File: config.mk
export PLATFORM = sky130hd
export DESIGN_NAME = rans_symbol_encoder_unit
export DESIGN_NICKNAME = d
export VERILOG_FILES = /design/src/rtl/core/rse_pkg.sv /design/src/rtl/core/rans_symbol_encoder_unit.sv /design/src/rtl/core/rse_datapath.sv /design/src/rtl/core/rse_ctrl.sv
export VERILOG_INCLUDE_DIRS = /design/src /design/src/rtl/core
export SDC_FILE = /design/constraint.sdc
export NUM_CORES = 1
export LEC_CHECK = 0
export ABC_AREA = 0
export BUFFER_PORTS_ARGS = -buffer_cell sky130_fd_sc_hd__buf_2
export CAP_MARGIN = 20
export CORE_MARGIN = 2
export CORE_UTILIZATION = 55
export CTS_CLUSTER_SIZE = 16
export DETAILED_ROUTE_END_ITERATION = 8
export GPL_TIMING_DRIVEN = 0
export HOLD_SLACK_MARGIN = 0.1
export PLACE_DENSITY_LB_ADDON = 0.08
export SETUP_SLACK_MARGIN = 0.1
export SYNTH_ARGS = -nofsm -noshare
export SYNTH_HDL_FRONTEND = slang
export SYNTH_SLANG_ARGS = --single-unit
File: constraint.sdc
create_clock -name i_clk -period 6.6 [get_ports i_clk]
set_input_delay 0.99 -clock i_clk [delete_from_list [all_inputs] [get_ports i_clk]]
set_output_delay 0.99 -clock i_clk [all_outputs]
set_load 0.02 [all_outputs]
File: src/rtl/core/rans_symbol_encoder_unit_macros.svh
// Assertion macros for the rANS symbol encoder unit.
// Included by rse_ctrl, which checks its own logic; no other dependencies.
`ifndef RANS_SYMBOL_ENCODER_UNIT_MACROS_SVH
`define RANS_SYMBOL_ENCODER_UNIT_MACROS_SVH
`ifndef SYNTHESIS
`define RSE_ASSERT_SAME(label, clk, rst_n, ante, cons) \
    label: assert property (@(posedge clk) disable iff (!rst_n) (ante) |-> (cons)) \
        else $error("rse assertion failed");
`define RSE_ASSERT_NEXT(label, clk, rst_n, ante, cons) \
    label: assert property (@(posedge clk) disable iff (!rst_n) (ante) |=> (cons)) \
        else $error("rse assertion failed");
`else
`define RSE_ASSERT_SAME(label, clk, rst_n, ante, cons)
`define RSE_ASSERT_NEXT(label, clk, rst_n, ante, cons)
`endif
`endif

File: src/rtl/core/rse_pkg.sv
// Shared types and constants for the rANS symbol encoder unit.
// No dependencies; used by rse_ctrl, rse_datapath and the top level.
package rse_pkg;

    localparam int STATE_W   = 32;
    localparam int SCALE     = 12;
    localparam int WORD_W    = 16;
    localparam int FREQ_W    = 13;
    localparam int START_W   = 12;
    localparam int QUO_W     = STATE_W - SCALE;
    localparam int CNT_W     = $clog2(QUO_W);
    localparam int IN_DATA_W = 32;

    localparam logic [STATE_W-1:0] STATE_INIT = STATE_W'(1) << WORD_W;
    localparam logic [CNT_W-1:0]   CNT_LAST   = CNT_W'(QUO_W - 1);

    localparam logic OP_ENCODE = 1'b0;
    localparam logic OP_FLUSH  = 1'b1;

    typedef enum logic [1:0] {
        ST_IDLE,
        ST_DIV,
        ST_COMMIT,
        ST_FLUSH_LO
    } t_state;

    typedef enum logic [1:0] {
        OUT_NONE,
        OUT_RENORM,
        OUT_HI,
        OUT_LO
    } t_out_sel;

    typedef struct packed {
        logic     load;
        logic     step;
        logic     commit;
        logic     flush_rst;
        t_out_sel out_sel;
    } t_dp_cmd;

    typedef struct packed {
        logic is_flush;
        logic freq_zero;
        logic renorm;
        logic div_done;
    } t_dp_status;

endpackage

File: src/rtl/core/rans_symbol_encoder_unit.sv
// Top level of the rANS symbol encoder (32-bit state, 12-bit scale, 16-bit words).
// Depends on rse_pkg, rse_ctrl and rse_datapath.
//
//  channel   dir  beat contents
//  s_axis    in   tdata[12:0] sym_freq, tdata[24:13] sym_start, tuser opcode
//  m_axis    out  tdata[15:0] out_word, tuser is_state, tlast last
//
// An encode item is accepted and renormalized, then runs through the radix-2
// divider (one quotient bit per cycle), then writes the new state. A flush sends
// the high then the low state half, waiting out any output stall; a zero-frequency item is dropped.
// The output register holds a beat while the divider runs; input waits only
// while an item is in progress or the output register is full and stalled.
// Synchronous active-low reset puts the coder state at 65536.
module rans_symbol_encoder_unit (
    input  logic                          i_clk,
    input  logic                          i_rst_n,
    input  logic                          s_axis_tvalid,
    output logic                          s_axis_tready,
    input  logic [rse_pkg::IN_DATA_W-1:0] s_axis_tdata,   // [12:0] sym_freq, [24:13] sym_start
    input  logic                          s_axis_tuser,   // [0] opcode
    output logic                          m_axis_tvalid,
    input  logic                          m_axis_tready,
    output logic [rse_pkg::WORD_W-1:0]    m_axis_tdata,   // [15:0] out_word
    output logic                          m_axis_tuser,   // [0] is_state
    output logic                          m_axis_tlast
);

    rse_pkg::t_dp_cmd    cmd;
    rse_pkg::t_dp_status status;

    rse_ctrl u_ctrl (
        .i_clk       (i_clk),
        .i_rst_n     (i_rst_n),
        .i_in_valid  (s_axis_tvalid),
        .o_in_ready  (s_axis_tready),
        .o_out_valid (m_axis_tvalid),
        .i_out_ready (m_axis_tready),
        .i_status    (status),
        .o_cmd       (cmd)
    );

    rse_datapath u_datapath (
        .i_clk          (i_clk),
        .i_rst_n        (i_rst_n),
        .i_in_data      (s_axis_tdata),
        .i_in_user      (s_axis_tuser),
        .i_cmd          (cmd),
        .o_status       (status),
        .o_out_word     (m_axis_tdata),
        .o_out_is_state (m_axis_tuser),
        .o_out_last     (m_axis_tlast)
    );

endmodule

File: src/rtl/core/rse_datapath.sv
// Datapath of the rANS encoder: coder state, radix-2 divider, output beat register.
// Depends on rse_pkg; driven by commands from rse_ctrl.
module rse_datapath (
    input  logic                              i_clk,
    input  logic                              i_rst_n,
    input  logic [rse_pkg::IN_DATA_W-1:0]     i_in_data,
    input  logic                              i_in_user,
    input  rse_pkg::t_dp_cmd                  i_cmd,
    output rse_pkg::t_dp_status               o_status,
    output logic [rse_pkg::WORD_W-1:0]        o_out_word,
    output logic                              o_out_is_state,
    output logic                              o_out_last
);

    logic [rse_pkg::STATE_W-1:0] r_state, n_state;
    logic [rse_pkg::FREQ_W-1:0]  r_freq;
    logic [rse_pkg::START_W-1:0] r_start;
    logic [rse_pkg::FREQ_W-1:0]  r_rem, n_rem;
    logic [rse_pkg::QUO_W-1:0]   r_div, n_div;
    logic [rse_pkg::CNT_W-1:0]   r_cnt;
    logic [rse_pkg::WORD_W-1:0]  r_out_word;
    logic                        r_out_is_state;
    logic                        r_out_last;

    logic [rse_pkg::FREQ_W-1:0]  in_freq;
    logic [rse_pkg::START_W-1:0] in_start;
    logic                        renorm;
    logic [rse_pkg::STATE_W-1:0] x_sel;
    logic [rse_pkg::FREQ_W:0]    trial;
    logic [rse_pkg::FREQ_W:0]    trial_sub;
    logic                        q_bit;

    assign in_freq  = i_in_data[rse_pkg::FREQ_W-1:0];
    assign in_start = i_in_data[rse_pkg::FREQ_W +: rse_pkg::START_W];

    // Bound is freq << (32 - SCALE), compared at 33 bits so full scale never hits.
    assign renorm = {1'b0, r_state} >= {in_freq, {rse_pkg::QUO_W{1'b0}}};
    assign x_sel  = renorm ? (r_state >> rse_pkg::WORD_W) : r_state;

    assign trial     = {r_rem, r_div[rse_pkg::QUO_W-1]};
    assign q_bit     = trial >= {1'b0, r_freq};
    assign trial_sub = trial - {1'b0, r_freq};

    always_comb begin
        n_rem = r_rem;
        n_div = r_div;
        if (i_cmd.load) begin
            n_rem = rse_pkg::FREQ_W'(x_sel[rse_pkg::STATE_W-1:rse_pkg::QUO_W]);
            n_div = x_sel[rse_pkg::QUO_W-1:0];
        end else if (i_cmd.step) begin
            // shift one dividend bit in; quotient bits fill from the bottom
            n_rem = q_bit ? trial_sub[rse_pkg::FREQ_W-1:0] : trial[rse_pkg::FREQ_W-1:0];
            n_div = {r_div[rse_pkg::QUO_W-2:0], q_bit};
        end
    end

    always_comb begin
        n_state = r_state;
        if (i_cmd.flush_rst) begin
            n_state = rse_pkg::STATE_INIT;
        end else if (i_cmd.commit) begin
            n_state = {r_div, {rse_pkg::SCALE{1'b0}}}
                    + rse_pkg::STATE_W'(r_rem)
                    + rse_pkg::STATE_W'(r_start);
        end
    end

    always_ff @(posedge i_clk) begin
        if (!i_rst_n) begin
            r_state <= rse_pkg::STATE_INIT;
            r_cnt   <= '0;
        end else begin
            r_state <= n_state;
            if (i_cmd.load) begin
                r_cnt <= '0;
            end else if (i_cmd.step) begin
                r_cnt <= r_cnt + rse_pkg::CNT_W'(1);
            end
        end
    end

    always_ff @(posedge i_clk) begin
        r_rem <= n_rem;
        r_div <= n_div;
        if (i_cmd.load) begin
            r_freq  <= in_freq;
            r_start <= in_start;
        end
        case (i_cmd.out_sel)
            rse_pkg::OUT_RENORM: begin
                r_out_word     <= r_state[rse_pkg::WORD_W-1:0];
                r_out_is_state <= 1'b0;
                r_out_last     <= 1'b1;
            end
            rse_pkg::OUT_HI: begin
                r_out_word     <= r_state[rse_pkg::STATE_W-1:rse_pkg::WORD_W];
                r_out_is_state <= 1'b1;
                r_out_last     <= 1'b0;
            end
            rse_pkg::OUT_LO: begin
                r_out_word     <= r_state[rse_pkg::WORD_W-1:0];
                r_out_is_state <= 1'b1;
                r_out_last     <= 1'b1;
            end
            default: begin
            end
        endcase
    end

    assign o_status.is_flush  = i_in_user == rse_pkg::OP_FLUSH;
    assign o_status.freq_zero = in_freq == '0;
    assign o_status.renorm    = renorm;
    assign o_status.div_done  = r_cnt == rse_pkg::CNT_LAST;

    assign o_out_word     = r_out_word;
    assign o_out_is_state = r_out_is_state;
    assign o_out_last     = r_out_last;

endmodule

File: src/rtl/core/rse_ctrl.sv
// Controller of the rANS encoder: item sequencing and output beat valid.
// Depends on rse_pkg and rans_symbol_encoder_unit_macros.svh.
`include "rans_symbol_encoder_unit_macros.svh"

module rse_ctrl (
    input  logic                i_clk,
    input  logic                i_rst_n,
    input  logic                i_in_valid,
    output logic                o_in_ready,
    output logic                o_out_valid,
    input  logic                i_out_ready,
    input  rse_pkg::t_dp_status i_status,
    output rse_pkg::t_dp_cmd    o_cmd
);

    rse_pkg::t_state r_st, n_st;
    logic            r_out_valid, n_out_valid;
    logic            slot_free;
    logic            accept;

    assign slot_free = !r_out_valid || i_out_ready;

    always_ff @(posedge i_clk) begin
        if (!i_rst_n) begin
            r_st        <= rse_pkg::ST_IDLE;
            r_out_valid <= 1'b0;
        end else begin
            r_st        <= n_st;
            r_out_valid <= n_out_valid;
        end
    end

    always_comb begin
        n_st       = r_st;
        o_cmd      = '0;
        o_in_ready = 1'b0;
        accept     = 1'b0;
        case (r_st)
            rse_pkg::ST_IDLE: begin
                o_in_ready = slot_free;
                accept     = i_in_valid && slot_free;
                if (accept) begin
                    if (i_status.is_flush) begin
                        o_cmd.out_sel = rse_pkg::OUT_HI;
                        n_st          = rse_pkg::ST_FLUSH_LO;
                    end else if (!i_status.freq_zero) begin
                        o_cmd.load = 1'b1;
                        if (i_status.renorm) begin
                            o_cmd.out_sel = rse_pkg::OUT_RENORM;
                        end
                        n_st = rse_pkg::ST_DIV;
                    end
                end
            end
            rse_pkg::ST_DIV: begin
                o_cmd.step = 1'b1;
                if (i_status.div_done) begin
                    n_st = rse_pkg::ST_COMMIT;
                end
            end
            rse_pkg::ST_COMMIT: begin
                o_cmd.commit = 1'b1;
                n_st         = rse_pkg::ST_IDLE;
            end
            rse_pkg::ST_FLUSH_LO: begin
                // wait for the high half to leave, then send low half and restart
                if (slot_free) begin
                    o_cmd.out_sel   = rse_pkg::OUT_LO;
                    o_cmd.flush_rst = 1'b1;
                    n_st            = rse_pkg::ST_IDLE;
                end
            end
            default: begin
                n_st = rse_pkg::ST_IDLE;
            end
        endcase
    end

    always_comb begin
        if (o_cmd.out_sel != rse_pkg::OUT_NONE) begin
            n_out_valid = 1'b1;
        end else if (i_out_ready) begin
            n_out_valid = 1'b0;
        end else begin
            n_out_valid = r_out_valid;
        end
    end

    assign o_out_valid = r_out_valid;

    `RSE_ASSERT_SAME(a_no_overwrite, i_clk, i_rst_n, o_cmd.out_sel != rse_pkg::OUT_NONE, slot_free)
    `RSE_ASSERT_NEXT(a_flush_seq, i_clk, i_rst_n, accept && i_status.is_flush, r_st == rse_pkg::ST_FLUSH_LO && r_out_valid)
    `RSE_ASSERT_NEXT(a_div_end, i_clk, i_rst_n, r_st == rse_pkg::ST_DIV && i_status.div_done, r_st == rse_pkg::ST_COMMIT)
    `RSE_ASSERT_SAME(a_busy_stall, i_clk, i_rst_n, r_st != rse_pkg::ST_IDLE, !o_in_ready)

endmodule
==> out/qor.txt, run 1 <==
TIMING
----------------------------------------------------------------------------------------
Portion of the clock cycle consumed by the worst path in the final layout          53.0%
Count of final max-slew check failures                                                 0
Final Critical Period                                                            3.50 ns
Worst clock skew on the final layout                                          0.00853 ns
Count of final hold-check violations                                                   0
Fin Setup TNS                                                                       0 ns
Worst relative slew slack                                                          40.7%
Unrepaired setup endpoints after global routing                                       no
Setup slack after layout                                                         3.10 ns
Fmax                                                                             286 MHz
Worst Tran Pin Value                                                            0.889 ns
Setup violations, final                                                                0
Hold_ws                                                                         0.519 ns

GLOBAL ROUTING
----------------------------------------------------------------------------------------
Maximum number of pins on one net before global-route repair                          35
Antenna violations before repair                                                       0
Most used routing layer in global routing                                           met2
Global-route usage over all layers                                                 30.2%
Aggregate global routing overflow                                                      0
Met2 usage in global routing                                                       49.3%
Global-route wire length before repair                                          30000 um
Met1 global-route usage                                                            39.4%
Number of global-route vias before repair                                           5598
Global-route met3 utilization                                                      8.01%

FLOORPLANNING
----------------------------------------------------------------------------------------
DIE HEIGHT                                                                        115 um
Horiz. Die Dim                                                                    115 um
Floorplan die area                                                           13300 sq um
Initial cell density of the core                                                   56.6%
Placeable core region                                                        12000 sq um
Top-level I/O count                                                                   57
Count of standard-cell rows                                                           40

FINISH
----------------------------------------------------------------------------------------
Commonest cells after routing, fill and taps aside                          sky130_fd_sc_hd__edfxtp_1, sky130_fd_sc_hd__o21ai_0, sky130_fd_sc_hd__buf_2, sky130_fd_sc_hd__a21oi_1, sky130_fd_sc_hd__nand2_1
Most frequent standard cell in the layout excluding fill and tap cells      sky130_fd_sc_hd__edfxtp_1
Post-layout util                                                                   64.9%
Non-filler instance count after layout                                               911
Fraction of final layout cells with drive strength greater than 1                  14.9%
Number of nets in the final layout                                                   833
Area growth from synthesis to layout                                               14.7%
Post-route cell area                                                          7790 sq um
Number of diodes                                                                       0

PWR
----------------------------------------------------------------------------------------
Power per Cell Area                                                          522 nW/um^2
Post-layout power                                                                4.07 mW
IR Drop Worst-Case VDD                                                          0.224 mV
Leakage dissipation                                                              3.13 nW

CTS
----------------------------------------------------------------------------------------
Number of buffers added by the clock tree synthesis step                              17
CTS-repair resized insts                                                               0
Library cell used as clock root buffer                                      sky130_fd_sc_hd__clkbuf_16
Clock buffer depth                                                                     2
Post-CTS Hold Fix Bufs                                                                 0
Clock Pin Slew Worst Setup and Hold Paths                                        0.05 ns
Post-CTS setup buffer count                                                            0
Sinks on the clock net                                                               116
# H-tree levels                                                                        4
TritonCTS clock tree                                                                done
Clock latency reported for the late side of the worst-skew pair                  0.43 ns

PLACED DESIGN
----------------------------------------------------------------------------------------
Placer's final routability congestion estimate                                     0.973
DP Worst Slack                                                                   2.69 ns
Cell count after placement                                                           879
Placed wire-length estimate after detailed placement                            13900 um
Post-place instance area                                                      7240 sq um
Number of input and output port buffers inserted                                      49

WORST SETUP PATH
----------------------------------------------------------------------------------------
Setup slack on the worst flop-to-flop path                                       3.47 ns
Cells traversed along the worst timing path                                 buf_2 > nor4_1 > nand4_1 > nor4_1 > or4_1 > inv_1 > clkbuf_1 > clkbuf_2 > nand3_1 > nand2_1
Critical Path AT                                                                 3.67 ns
Critical path peak fanout                                                             34
CP startpoint kind                                                          primary input
Worst path slowest cell                                                     sky130_fd_sc_hd__clkbuf_2
Longest individual stage delay on the worst path                                 0.60 ns
Reg-to-reg critical path endpoint                                           u_datapath.o_out_word[2]
Worst setup path category                                                         in2reg
Crit path buf inv count                                                                4
Critical path capture point type                                                    flop
Crit-path leading delay family                                              simple AND/OR/NAND/NOR gates
Register-to-Register Path Depth                                                       10
R2r startpoint                                                              u_datapath.r_state[23]
Required time of the worst setup path                                            6.77 ns
Dominant cell type by count on the critical path                            sky130_fd_sc_hd__nor4_1

YOSYS
----------------------------------------------------------------------------------------
Netlist cell types                                                                    59
Cell area after synthesis                                                     6790 sq um
Sequential area share after synthesis                                              45.2%
Number of nets produced by synthesis                                                 764
Number of synthesized flops with an enable pin                                        75
Ys async rst share                                                                    0%
Instance count of the mapped netlist                                                 682
Flip-flop and latch count after synthesis                                            116
Post-synthesis average cell area                                              9.96 sq um
Primary FF master, synth                                                    sky130_fd_sc_hd__edfxtp_1
Yosys warnings                                                                         0

DRT
----------------------------------------------------------------------------------------
Via total after detailed routing                                                    5675
Vias per std cell                                                                   6.23
Routed WL                                                                       18700 um
Drt wl/cell                                                                      20.5 um
Count of antenna-violating nets left after detailed routing                            0
Total iterations of the first detailed-routing run                                     6
First DRT Iteration DRCs                                                             655
DRC viols                                                                              0

FLOW RUN
----------------------------------------------------------------------------------------
Max-cap violation count                                                                0

MIN PATH
----------------------------------------------------------------------------------------
Type of the worst min-delay path                                                 reg2reg
Cell count of the worst hold path                                                      2
Startpoint of the most critical hold path                                   u_datapath.r_cnt[4]
Worst Hold Endpoint                                                         u_datapath.r_cnt[4]

STATUS
----------------------------------------------------------------------------------------
Run status                                                                  complete, no violations

[worst min-delay path, delay by kind of cell, from the launching register on]
family        cells  cell delay (ns)
flops             1             0.33
xor+xnor          1             0.07
simple gates      1             0.07
[cells by family after synthesis]
kind of cell / count (synthesis) / share of synthesized area, %
AND/OR/NAND/NOR: 198 / 14.5
AO/OA/AOI/OAI: 171 / 15.4
flip-flops: 116 / 45.2
buffers and inverters: 74 / 4.70
adder cells (fa/ha/maj): 45 / 8.51
multiplexers: 43 / 7.15
XOR/XNOR: 35 / 4.51
[routing by layer]
layer | wire (um) | up-vias
met3 | 1630 | 33
li1 | - | 2644
met5 | 0 | -
met4 | 416 | 0
met1 | 7800 | 2709
met2 | 8850 | 289
[state kept, by name, summed over array words and instances (netlist names)]
| name | cells |
|---|---|
| u_ctrl.r_st | 2 |
| u_datapath.o_out_is_state | 1 |
| u_datapath.r_freq | 13 |
| u_datapath.r_div | 20 |
| u_datapath.r_cnt | 5 |
| u_datapath.o_out_word | 16 |
| u_datapath.o_out_last | 1 |
| u_datapath.r_start | 12 |
| u_datapath.r_state | 32 |
| u_datapath.r_rem | 13 |
| u_ctrl.o_out_valid | 1 |
[power breakdown]
group,leakage [nW],total [mW],switching [mW],internal (mW)
Clock,0.269,0.868,0.323,0.545
Sequential,1.04,1.40,0.281,1.12
Combinational,1.82,1.80,1.07,0.724
[area by class of cell]
| class | count | area (sq um) |
|---|---|---|
| fill | 999 | 4220 |
| buffer | 29 | 151 |
| sequential | 116 | 3070 |
| clock inverter | 13 | 116 |
| multi-input combinational | 492 | 3410 |
| tap | 147 | 184 |
| timing repair buffer | 50 | 256 |
| inverter | 45 | 169 |
| clock buffer | 19 | 433 |
[synth_stat cells (7+ instances only)]
master                     instances  share of area, %
sky130_fd_sc_hd__ha_1             43               7.9
sky130_fd_sc_hd__dfxtp_1          41                12
sky130_fd_sc_hd__buf_2             7              0.52
sky130_fd_sc_hd__o21ai_0          57               4.2
sky130_fd_sc_hd__nand4_1          13               1.2
sky130_fd_sc_hd__edfxtp_1         75                33
sky130_fd_sc_hd__nor4_1            7              0.64
sky130_fd_sc_hd__o21a_1            9              0.99
sky130_fd_sc_hd__nand2b_1         10              0.92
sky130_fd_sc_hd__a31oi_1           9              0.83
sky130_fd_sc_hd__mux2_2            8               1.3
sky130_fd_sc_hd__nand2_1          49               2.7
sky130_fd_sc_hd__nor2b_1           8              0.74
sky130_fd_sc_hd__clkbuf_1         15              0.83
sky130_fd_sc_hd__nor3_1           12              0.88
sky130_fd_sc_hd__xnor2_1          26               3.4
sky130_fd_sc_hd__xor2_1            9               1.2
sky130_fd_sc_hd__mux2_4            9               2.0
sky130_fd_sc_hd__a21oi_1          54               4.0
sky130_fd_sc_hd__nor2_1           40               2.2
sky130_fd_sc_hd__mux2i_1          26               3.8
sky130_fd_sc_hd__nand3_1          31               2.3
sky130_fd_sc_hd__inv_1            45               2.5
[how the worst max path moves through the flow]
stage	start	to	cells past startpoint
2_1_floorplan	s_axis_tdata[3]	u_datapath.o_out_is_state	10
5_1_grt	s_axis_tdata[0]	u_datapath.r_div[18]	10
6_report	s_axis_tdata[0]	u_datapath.r_div[18]	10
4_1_cts	s_axis_tdata[0]	u_datapath.r_div[18]	10
3_5_place_dp	s_axis_tdata[0]	u_datapath.r_div[18]	10
3_3_place_gp	s_axis_tdata[3]	u_datapath.o_out_word[0]	11
Power figures use the tool's default switching activity.
==> inputs of run 2 (changes only) <==
- clock period: 6.6 -> 3.12 ns (I/O delays scaled with it)
==> out/qor.txt, run 2 (same netlist as run 1, synthesis figures left out) <==
STATUS
----------------------------------------------------------------------------------------
Run status                                                                  complete, no violations

DRT
----------------------------------------------------------------------------------------
DRC viols                                                                              0   unchanged
Count of antenna-violating nets left after detailed routing                            0   unchanged
Via total after detailed routing                                                    5603   -1.3%
Routed WL                                                                       18500 um   -1.2%
First DRT Iteration DRCs                                                             465   -29%
Total iterations of the first detailed-routing run                                     6   unchanged
Drt wl/cell                                                                      20.1 um   -2.0%
Vias per std cell                                                                   6.10   -2.0%

TIMING
----------------------------------------------------------------------------------------
Fmax                                                                             338 MHz
Setup slack after layout                                                        0.162 ns   -2.94 ns
Worst clock skew on the final layout                                          0.00813 ns   -0.000400 ns
Setup violations, final                                                                0   unchanged
Worst Tran Pin Value                                                            0.910 ns   +0.0210 ns
Portion of the clock cycle consumed by the worst path in the final layout          94.8%
Count of final max-slew check failures                                                 0   unchanged
Fin Setup TNS                                                                       0 ns   unchanged
Worst relative slew slack                                                          39.3%   -1.4 points
Final Critical Period                                                            2.96 ns
Count of final hold-check violations                                                   0   unchanged
Unrepaired setup endpoints after global routing                                      yes

CTS
----------------------------------------------------------------------------------------
Library cell used as clock root buffer                                      sky130_fd_sc_hd__clkbuf_16
TritonCTS clock tree                                                                done
Clock buffer depth                                                                     2   unchanged
Number of buffers added by the clock tree synthesis step                              17   unchanged
Clock Pin Slew Worst Setup and Hold Paths                                        0.06 ns   about the same
Clock latency reported for the late side of the worst-skew pair                  0.42 ns   about the same
Sinks on the clock net                                                               116   unchanged
# H-tree levels                                                                        4   unchanged

GLOBAL ROUTING
----------------------------------------------------------------------------------------
Number of global-route vias before repair                                           5380   -3.9%
Met1 global-route usage                                                            38.6%   -0.71 points
Maximum number of pins on one net before global-route repair                          35   unchanged
Global-route usage over all layers                                                 29.0%   -1.2 points
Antenna violations before repair                                                       0   unchanged
Met2 usage in global routing                                                       45.8%   -3.5 points
Aggregate global routing overflow                                                      0   unchanged
Global-route wire length before repair                                          28700 um   -4.3%
Most used routing layer in global routing                                           met2
Global-route met3 utilization                                                      7.12%   -0.90 points

FINISH
----------------------------------------------------------------------------------------
Number of diodes                                                                       0   unchanged
Most flops, register                                                        u_datapath.r_state
Number of nets in the final layout                                                   840   +0.84%
Fraction of final layout cells with drive strength greater than 1                  16.6%   +1.7 points
Area growth from synthesis to layout                                               16.4%
Non-filler instance count after layout                                               918   +0.77%
Most frequent standard cell in the layout excluding fill and tap cells      sky130_fd_sc_hd__edfxtp_1
Commonest cells after routing, fill and taps aside                          sky130_fd_sc_hd__edfxtp_1, sky130_fd_sc_hd__o21ai_0, sky130_fd_sc_hd__buf_2, sky130_fd_sc_hd__a21oi_1, sky130_fd_sc_hd__nand2_1
Post-route cell area                                                          7910 sq um   +1.5%
Largest register FFs                                                                  32   unchanged

PLACED DESIGN
----------------------------------------------------------------------------------------
DP Worst Slack                                                                 -0.282 ns   -2.97 ns
Placed wire-length estimate after detailed placement                            13600 um   -1.8%
Cell count after placement                                                           878   -0.11%
Number of input and output port buffers inserted                                      49   unchanged
Post-place instance area                                                      7240 sq um   about the same
Placer's final routability congestion estimate                                     0.940   -3.4%

FLOORPLANNING
----------------------------------------------------------------------------------------
Horiz. Die Dim                                                                    115 um   unchanged
DIE HEIGHT                                                                        115 um   unchanged
Floorplan die area                                                           13300 sq um   unchanged
Count of standard-cell rows                                                           40   unchanged
Placeable core region                                                        12000 sq um   unchanged
Initial cell density of the core                                                   56.6%   unchanged
Top-level I/O count                                                                   57   unchanged

WORST SETUP PATH
----------------------------------------------------------------------------------------
Required time of the worst setup path                                            3.37 ns   -3.40 ns
Critical path capture point type                                                    flop
R2r startpoint                                                              u_datapath.r_div[19]
Critical Path AT                                                                 3.20 ns   -0.47 ns
Critical path peak fanout                                                              8   -76%
Worst setup path category                                                        reg2reg
Reg-to-reg critical path endpoint                                           u_datapath.r_rem[11]
CP startpoint kind                                                                  flop
Setup slack on the worst flop-to-flop path                                       0.16 ns   -3.31 ns
Register-to-Register Path Depth                                                       10   unchanged

FLOW RUN
----------------------------------------------------------------------------------------
Max-cap violation count                                                                0   unchanged

MIN PATH
----------------------------------------------------------------------------------------
Cell count of the worst hold path                                                      1   -1
Type of the worst min-delay path                                                  in2reg
Worst Hold Endpoint                                                         u_datapath.r_start[11]
Startpoint of the most critical hold path                                   s_axis_tdata[24]

PWR
----------------------------------------------------------------------------------------
IR Drop Worst-Case VDD                                                          0.691 mV   +210%
Leakage dissipation                                                              3.19 nW   +1.9%
Power per Cell Area                                                         1100 nW/um^2   +110%

==> run 2: cell count changes in the layout (fill, tap and decap cells not counted), moves of 2 or more <==
cell                        previous run  this run
sky130_fd_sc_hd__buf_4                 0         8
sky130_fd_sc_hd__clkbuf_8              0         5
sky130_fd_sc_hd__clkinv_1              3         0
sky130_fd_sc_hd__bufinv_16             2         0
==> run 2: how the worst max path moves through the flow <==
stage	from	endpoint	slack (ns)	cells past startpoint
detailed placement	s_axis_tdata[3]	u_datapath.o_out_word[1]	-0.28	11
floorplan	u_ctrl.r_st[1]	u_datapath.r_rem[3]	0.20	8
global placement	s_axis_tdata[2]	u_datapath.r_div[16]	-0.59	9
CTS	u_datapath.r_div[19]	u_datapath.r_rem[11]	0.12	10
global route	u_datapath.r_div[19]	u_datapath.r_rem[1]	0.04	11
finish	u_datapath.r_div[19]	u_datapath.r_rem[11]	0.16	10
==> run 2: power breakdown <==
part	internal [mW]	total [mW]	switching, mW
sequential	2.37	2.96	0.595
combinational	1.60	3.88	2.28
clock	1.16	1.86	0.699
==> run 2: what timing repair did <==
| item | CTS | global route |
|---|---|---|
| gates resized for setup | 1 | 5 |
| setup endpoints to repair | 26 | 44 |
| pin swaps | 2 | 2 |
| setup buffers | 1 | 7 |
| hold buffers | 0 | 0 |
==> run 2: critical path, cell delays in order, from the launching register on <==
cell and delay, ns:
sky130_fd_sc_hd__edfxtp_1 0.44, sky130_fd_sc_hd__inv_1 0.07, sky130_fd_sc_hd__ha_1 0.23, sky130_fd_sc_hd__fa_1 0.39, sky130_fd_sc_hd__nand2b_1 0.24, sky130_fd_sc_hd__a211oi_4 0.31, sky130_fd_sc_hd__o41ai_2 0.13, sky130_fd_sc_hd__a31oi_4 0.31
sky130_fd_sc_hd__inv_1 0.16, sky130_fd_sc_hd__o31a_1 0.32, sky130_fd_sc_hd__o21ai_0 0.19
==> run 2: metal layers <==
layer	share of wire, %	up-vias
met5	0	-
met4	2.8	0
li1	-	2650
met2	46	223
met3	7.7	39
met1	43	2691
==> run 2: area by class of cell <==
class | count | area, sq um
buffer | 29 | 154
clock buffer | 24 | 523
clock inverter | 8 | 46.3
fill | 988 | 4100
inverter | 45 | 169
multi-input combinational | 492 | 3440
sequential | 116 | 3070
tap | 147 | 184
timing repair buffer | 57 | 318
==> run 2: per-stage QoR <==
stage / util [%] / power [mW] / hold slack, ns
5_1_grt: 65.8 / 9.23 / 0.210
4_1_cts: 65.2 / 8.56 / 0.207
3_3_place_gp: 60.3 / 6.55 / 0.498
2_1_floorplan: - / 5.56 / 0.470
6_report: 65.8 / 8.70 / 0.217
3_5_place_dp: 60.3 / 6.65 / 0.506
==> inputs of run 3 (changes only) <==
==> constraint.sdc (replaced) <==
create_clock -name i_clk -period 3.12 [get_ports i_clk]
set_input_delay 0.156 -clock i_clk [delete_from_list [all_inputs] [get_ports i_clk]]
set_output_delay 0.156 -clock i_clk [all_outputs]
set_load 0.02 [all_outputs]
==> out/qor.txt, run 3 (same netlist as run 1, synthesis figures left out) <==
MIN PATH
----------------------------------------------------------------------------------------
Type of the worst min-delay path                                                  in2reg
Worst Hold Endpoint                                                         u_ctrl.o_out_valid
Startpoint of the most critical hold path                                   s_axis_tvalid
Cell count of the worst hold path                                                      3   +2

PWR
----------------------------------------------------------------------------------------
Sw power                                                                         3.63 mW   +1.6%
Switching fraction of total power                                                  40.8%   -0.21 points
Power per Cell Area                                                         1080 nW/um^2   -1.8%
Cell internal power dissipation                                                  5.26 mW   +2.5%
Leakage dissipation                                                              3.33 nW   +4.3%
IR Drop Worst-Case VDD                                                          0.670 mV   -3.0%
Combinational share of power                                                       44.9%   +0.3 points
Clock Power Share                                                                  21.7%   +0.3 points
Fraction of power consumed by sequential logic                                     33.3%   -0.7 points

TIMING
----------------------------------------------------------------------------------------
Worst relative slew slack                                                          39.3%   about the same
Fmax                                                                             346 MHz   +2.4%
Worst Tran Pin Value                                                            0.910 ns   +0.000273 ns
Count of final hold-check violations                                                   0   unchanged
Unrepaired setup endpoints after global routing                                      yes
Hold_ws                                                                         0.112 ns   -0.106 ns
Setup violations, final                                                                0   unchanged
Final Critical Period                                                            2.89 ns   -0.0689 ns
Portion of the clock cycle consumed by the worst path in the final layout          92.6%   -2.2 points
Count of final max-slew check failures                                                 0   unchanged
Worst clock skew on the final layout                                           0.0108 ns   +0.00266 ns

WORST SETUP PATH
----------------------------------------------------------------------------------------
Critical path peak fanout                                                              6   -2
Required time of the worst setup path                                            3.26 ns   -0.11 ns
Reg-to-reg critical path endpoint                                           u_datapath.r_rem[4]
Setup slack on the worst flop-to-flop path                                       0.23 ns   +0.07 ns
Register-to-Register Path Depth                                                       10   unchanged
CP startpoint kind                                                                  flop
Cells traversed along the worst timing path                                 inv_1 > ha_1 > fa_1 > nand2b_1 > a211oi_2 > o41ai_2 > a31oi_4 > buf_4 > mux2i_1 > o21ai_0
Critical path capture point type                                                    flop
Critical Path AT                                                                 3.03 ns   -0.17 ns
Worst path slowest cell                                                     sky130_fd_sc_hd__edfxtp_1
Longest individual stage delay on the worst path                                 0.42 ns   -0.02 ns
R2r startpoint                                                              u_datapath.r_div[19]
Launching instance or port of the critical path                             u_datapath.r_div[19]
Crit-path leading delay family                                              compound AO/OA/AOI/OAI gates
Crit path buf inv count                                                                2   unchanged
Worst setup path category                                                        reg2reg

FLOORPLANNING
----------------------------------------------------------------------------------------
Top-level I/O count                                                                   57   unchanged
Initial cell density of the core                                                   56.6%   unchanged
Count of standard-cell rows                                                           40   unchanged
Placeable core region                                                        12000 sq um   unchanged
DIE HEIGHT                                                                        115 um   unchanged
Horiz. Die Dim                                                                    115 um   unchanged
Floorplan die area                                                           13300 sq um   unchanged

FINISH
----------------------------------------------------------------------------------------
Largest register FFs                                                                  32   unchanged
Fraction of final layout cells with drive strength greater than 1                  16.3%   -0.33 points
Number of nets in the final layout                                                   868   +3.3%
Area growth from synthesis to layout                                               21.1%
Most flops, register                                                        u_datapath.r_state
Commonest cells after routing, fill and taps aside                          sky130_fd_sc_hd__edfxtp_1, sky130_fd_sc_hd__o21ai_0, sky130_fd_sc_hd__buf_2, sky130_fd_sc_hd__a21oi_1, sky130_fd_sc_hd__nand2_1
Number of diodes                                                                       0   unchanged
Most frequent standard cell in the layout excluding fill and tap cells      sky130_fd_sc_hd__edfxtp_1
Post-route cell area                                                          8230 sq um   +4.0%

FLOW RUN
----------------------------------------------------------------------------------------
Max-cap violation count                                                                0   unchanged

STATUS
----------------------------------------------------------------------------------------
Run status                                                                  complete, no violations

DRT
----------------------------------------------------------------------------------------
First DRT Iteration DRCs                                                             592   +27%
Via total after detailed routing                                                    5844   +4.3%
Drt wl/cell                                                                      20.4 um   +1.3%
Routed WL                                                                       19300 um   +4.4%
Count of antenna-violating nets left after detailed routing                            0   unchanged
Total iterations of the first detailed-routing run                                     5   -1
Vias per std cell                                                                   6.18   +1.2%
DRC viols                                                                              0   unchanged

CTS
----------------------------------------------------------------------------------------
Clock Pin Slew Worst Setup and Hold Paths                                        0.06 ns   about the same
Library cell used as clock root buffer                                      sky130_fd_sc_hd__clkbuf_16
# H-tree levels                                                                        4   unchanged
TritonCTS clock tree                                                                done
Sinks on the clock net                                                               116   unchanged
Number of buffers added by the clock tree synthesis step                              17   unchanged
Clock latency reported for the late side of the worst-skew pair                  0.42 ns   about the same
Clock buffer depth                                                                     2   unchanged

PLACED DESIGN
----------------------------------------------------------------------------------------
Post-place instance area                                                      7230 sq um   -0.12%
Placer's final routability congestion estimate                                     0.953   +1.4%
Number of input and output port buffers inserted                                      49   unchanged
Placed wire-length estimate after detailed placement                            13900 um   +2.2%

GLOBAL ROUTING
----------------------------------------------------------------------------------------
Global-route wire length before repair                                          30500 um   +6.1%
Global-route usage over all layers                                                 30.7%   +1.7 points
Number of global-route vias before repair                                           5624   +4.5%
Antenna violations before repair                                                       0   unchanged
Aggregate global routing overflow                                                      0   unchanged
Maximum number of pins on one net before global-route repair                          35   unchanged

## run 3: changes by cell type in the layout (fill, tap and decap cells not counted), moves of 2 or more
| cell | previous run | this run |
|---|---|---|
| sky130_fd_sc_hd__clkinvlp_4 | 2 | 0 |
| sky130_fd_sc_hd__clkbuf_8 | 5 | 2 |
| sky130_fd_sc_hd__a211oi_2 | 0 | 2 |
| sky130_fd_sc_hd__clkbuf_1 | 15 | 17 |
| sky130_fd_sc_hd__clkbuf_16 | 18 | 21 |
| sky130_fd_sc_hd__dlygate4sd3_1 | 0 | 26 |
## run 3: power groups by stage
stage,clock network (mW),logic (mW),registers [mW]
CTS,1.95,3.82,2.94
detailed placement,0,3.72,2.96
floorplan,0,2.76,2.80
finish,1.93,3.99,2.96
global placement,0,3.60,2.95
global route,2.01,4.41,3.01
## run 3: routing by layer
| layer | part of all wire, % | global-route usage, % |
|---|---|---|
| met1 | 41 | 40.0 |
| met2 | 48 | 49.6 |
| met3 | 8.3 | 8.59 |
| met4 | 2.7 | 10.4 |
| met5 | 0 | 0 |
## run 3: worst max path at each step
stage	to	slack, ns	cells after the start
floorplan	u_datapath.r_rem[3]	0.20	8
global placement	u_datapath.r_div[16]	-0.56	8
detailed placement	u_datapath.o_out_word[1]	-0.41	9
CTS	u_datapath.r_rem[7]	0.12	11
global route	u_datapath.r_rem[7]	0.05	11
finish	u_datapath.r_rem[4]	0.23	10
## run 3: layout make-up
cell class	instances	area [sq um]
clock inverter	6	33.8
inverter	45	169
sequential	116	3070
clock buffer	26	564
tap	147	184
multi-input combinational	492	3440
buffer	29	154
fill	952	3790
timing repair buffer	85	606
## run 3: worst reg2reg max path: stages, from the launching register on
cell                       delay [ns]
sky130_fd_sc_hd__edfxtp_1        0.42
sky130_fd_sc_hd__inv_1           0.07
sky130_fd_sc_hd__ha_1            0.22
sky130_fd_sc_hd__fa_1            0.39
sky130_fd_sc_hd__nand2b_1        0.21
sky130_fd_sc_hd__a211oi_2        0.31
sky130_fd_sc_hd__o41ai_2         0.14
sky130_fd_sc_hd__a31oi_4         0.26
sky130_fd_sc_hd__buf_4           0.20
sky130_fd_sc_hd__mux2i_1         0.26
sky130_fd_sc_hd__o21ai_0         0.12
## run 3: per-stage QoR
| step | TNS (ns) | total power, mW | worst slack [ns] | utilization (%) | instances |
|---|---|---|---|---|---|
| after global routing | 0 | 9.43 | 0.0463 | 68.5 | 946 |
| after floorplan | 0 | 5.55 | 0.200 | - | 682 |
| final | 0 | 8.89 | 0.231 | 68.5 | 946 |
| after CTS | 0 | 8.71 | 0.121 | 67.6 | 937 |
| after detailed placement | -7.38 | 6.68 | -0.411 | 60.2 | 878 |
| after global placement | -22.00 | 6.55 | -0.563 | 60.2 | 878 |
## run 3: repair_timing
action	CTS	global route
setup endpoints to repair	27	54
hold endpoints to repair	28	0
resized for setup	2	6
cloned	0	0
buffers inserted	1	9
hold buffers	26	0
pin swaps	1	3
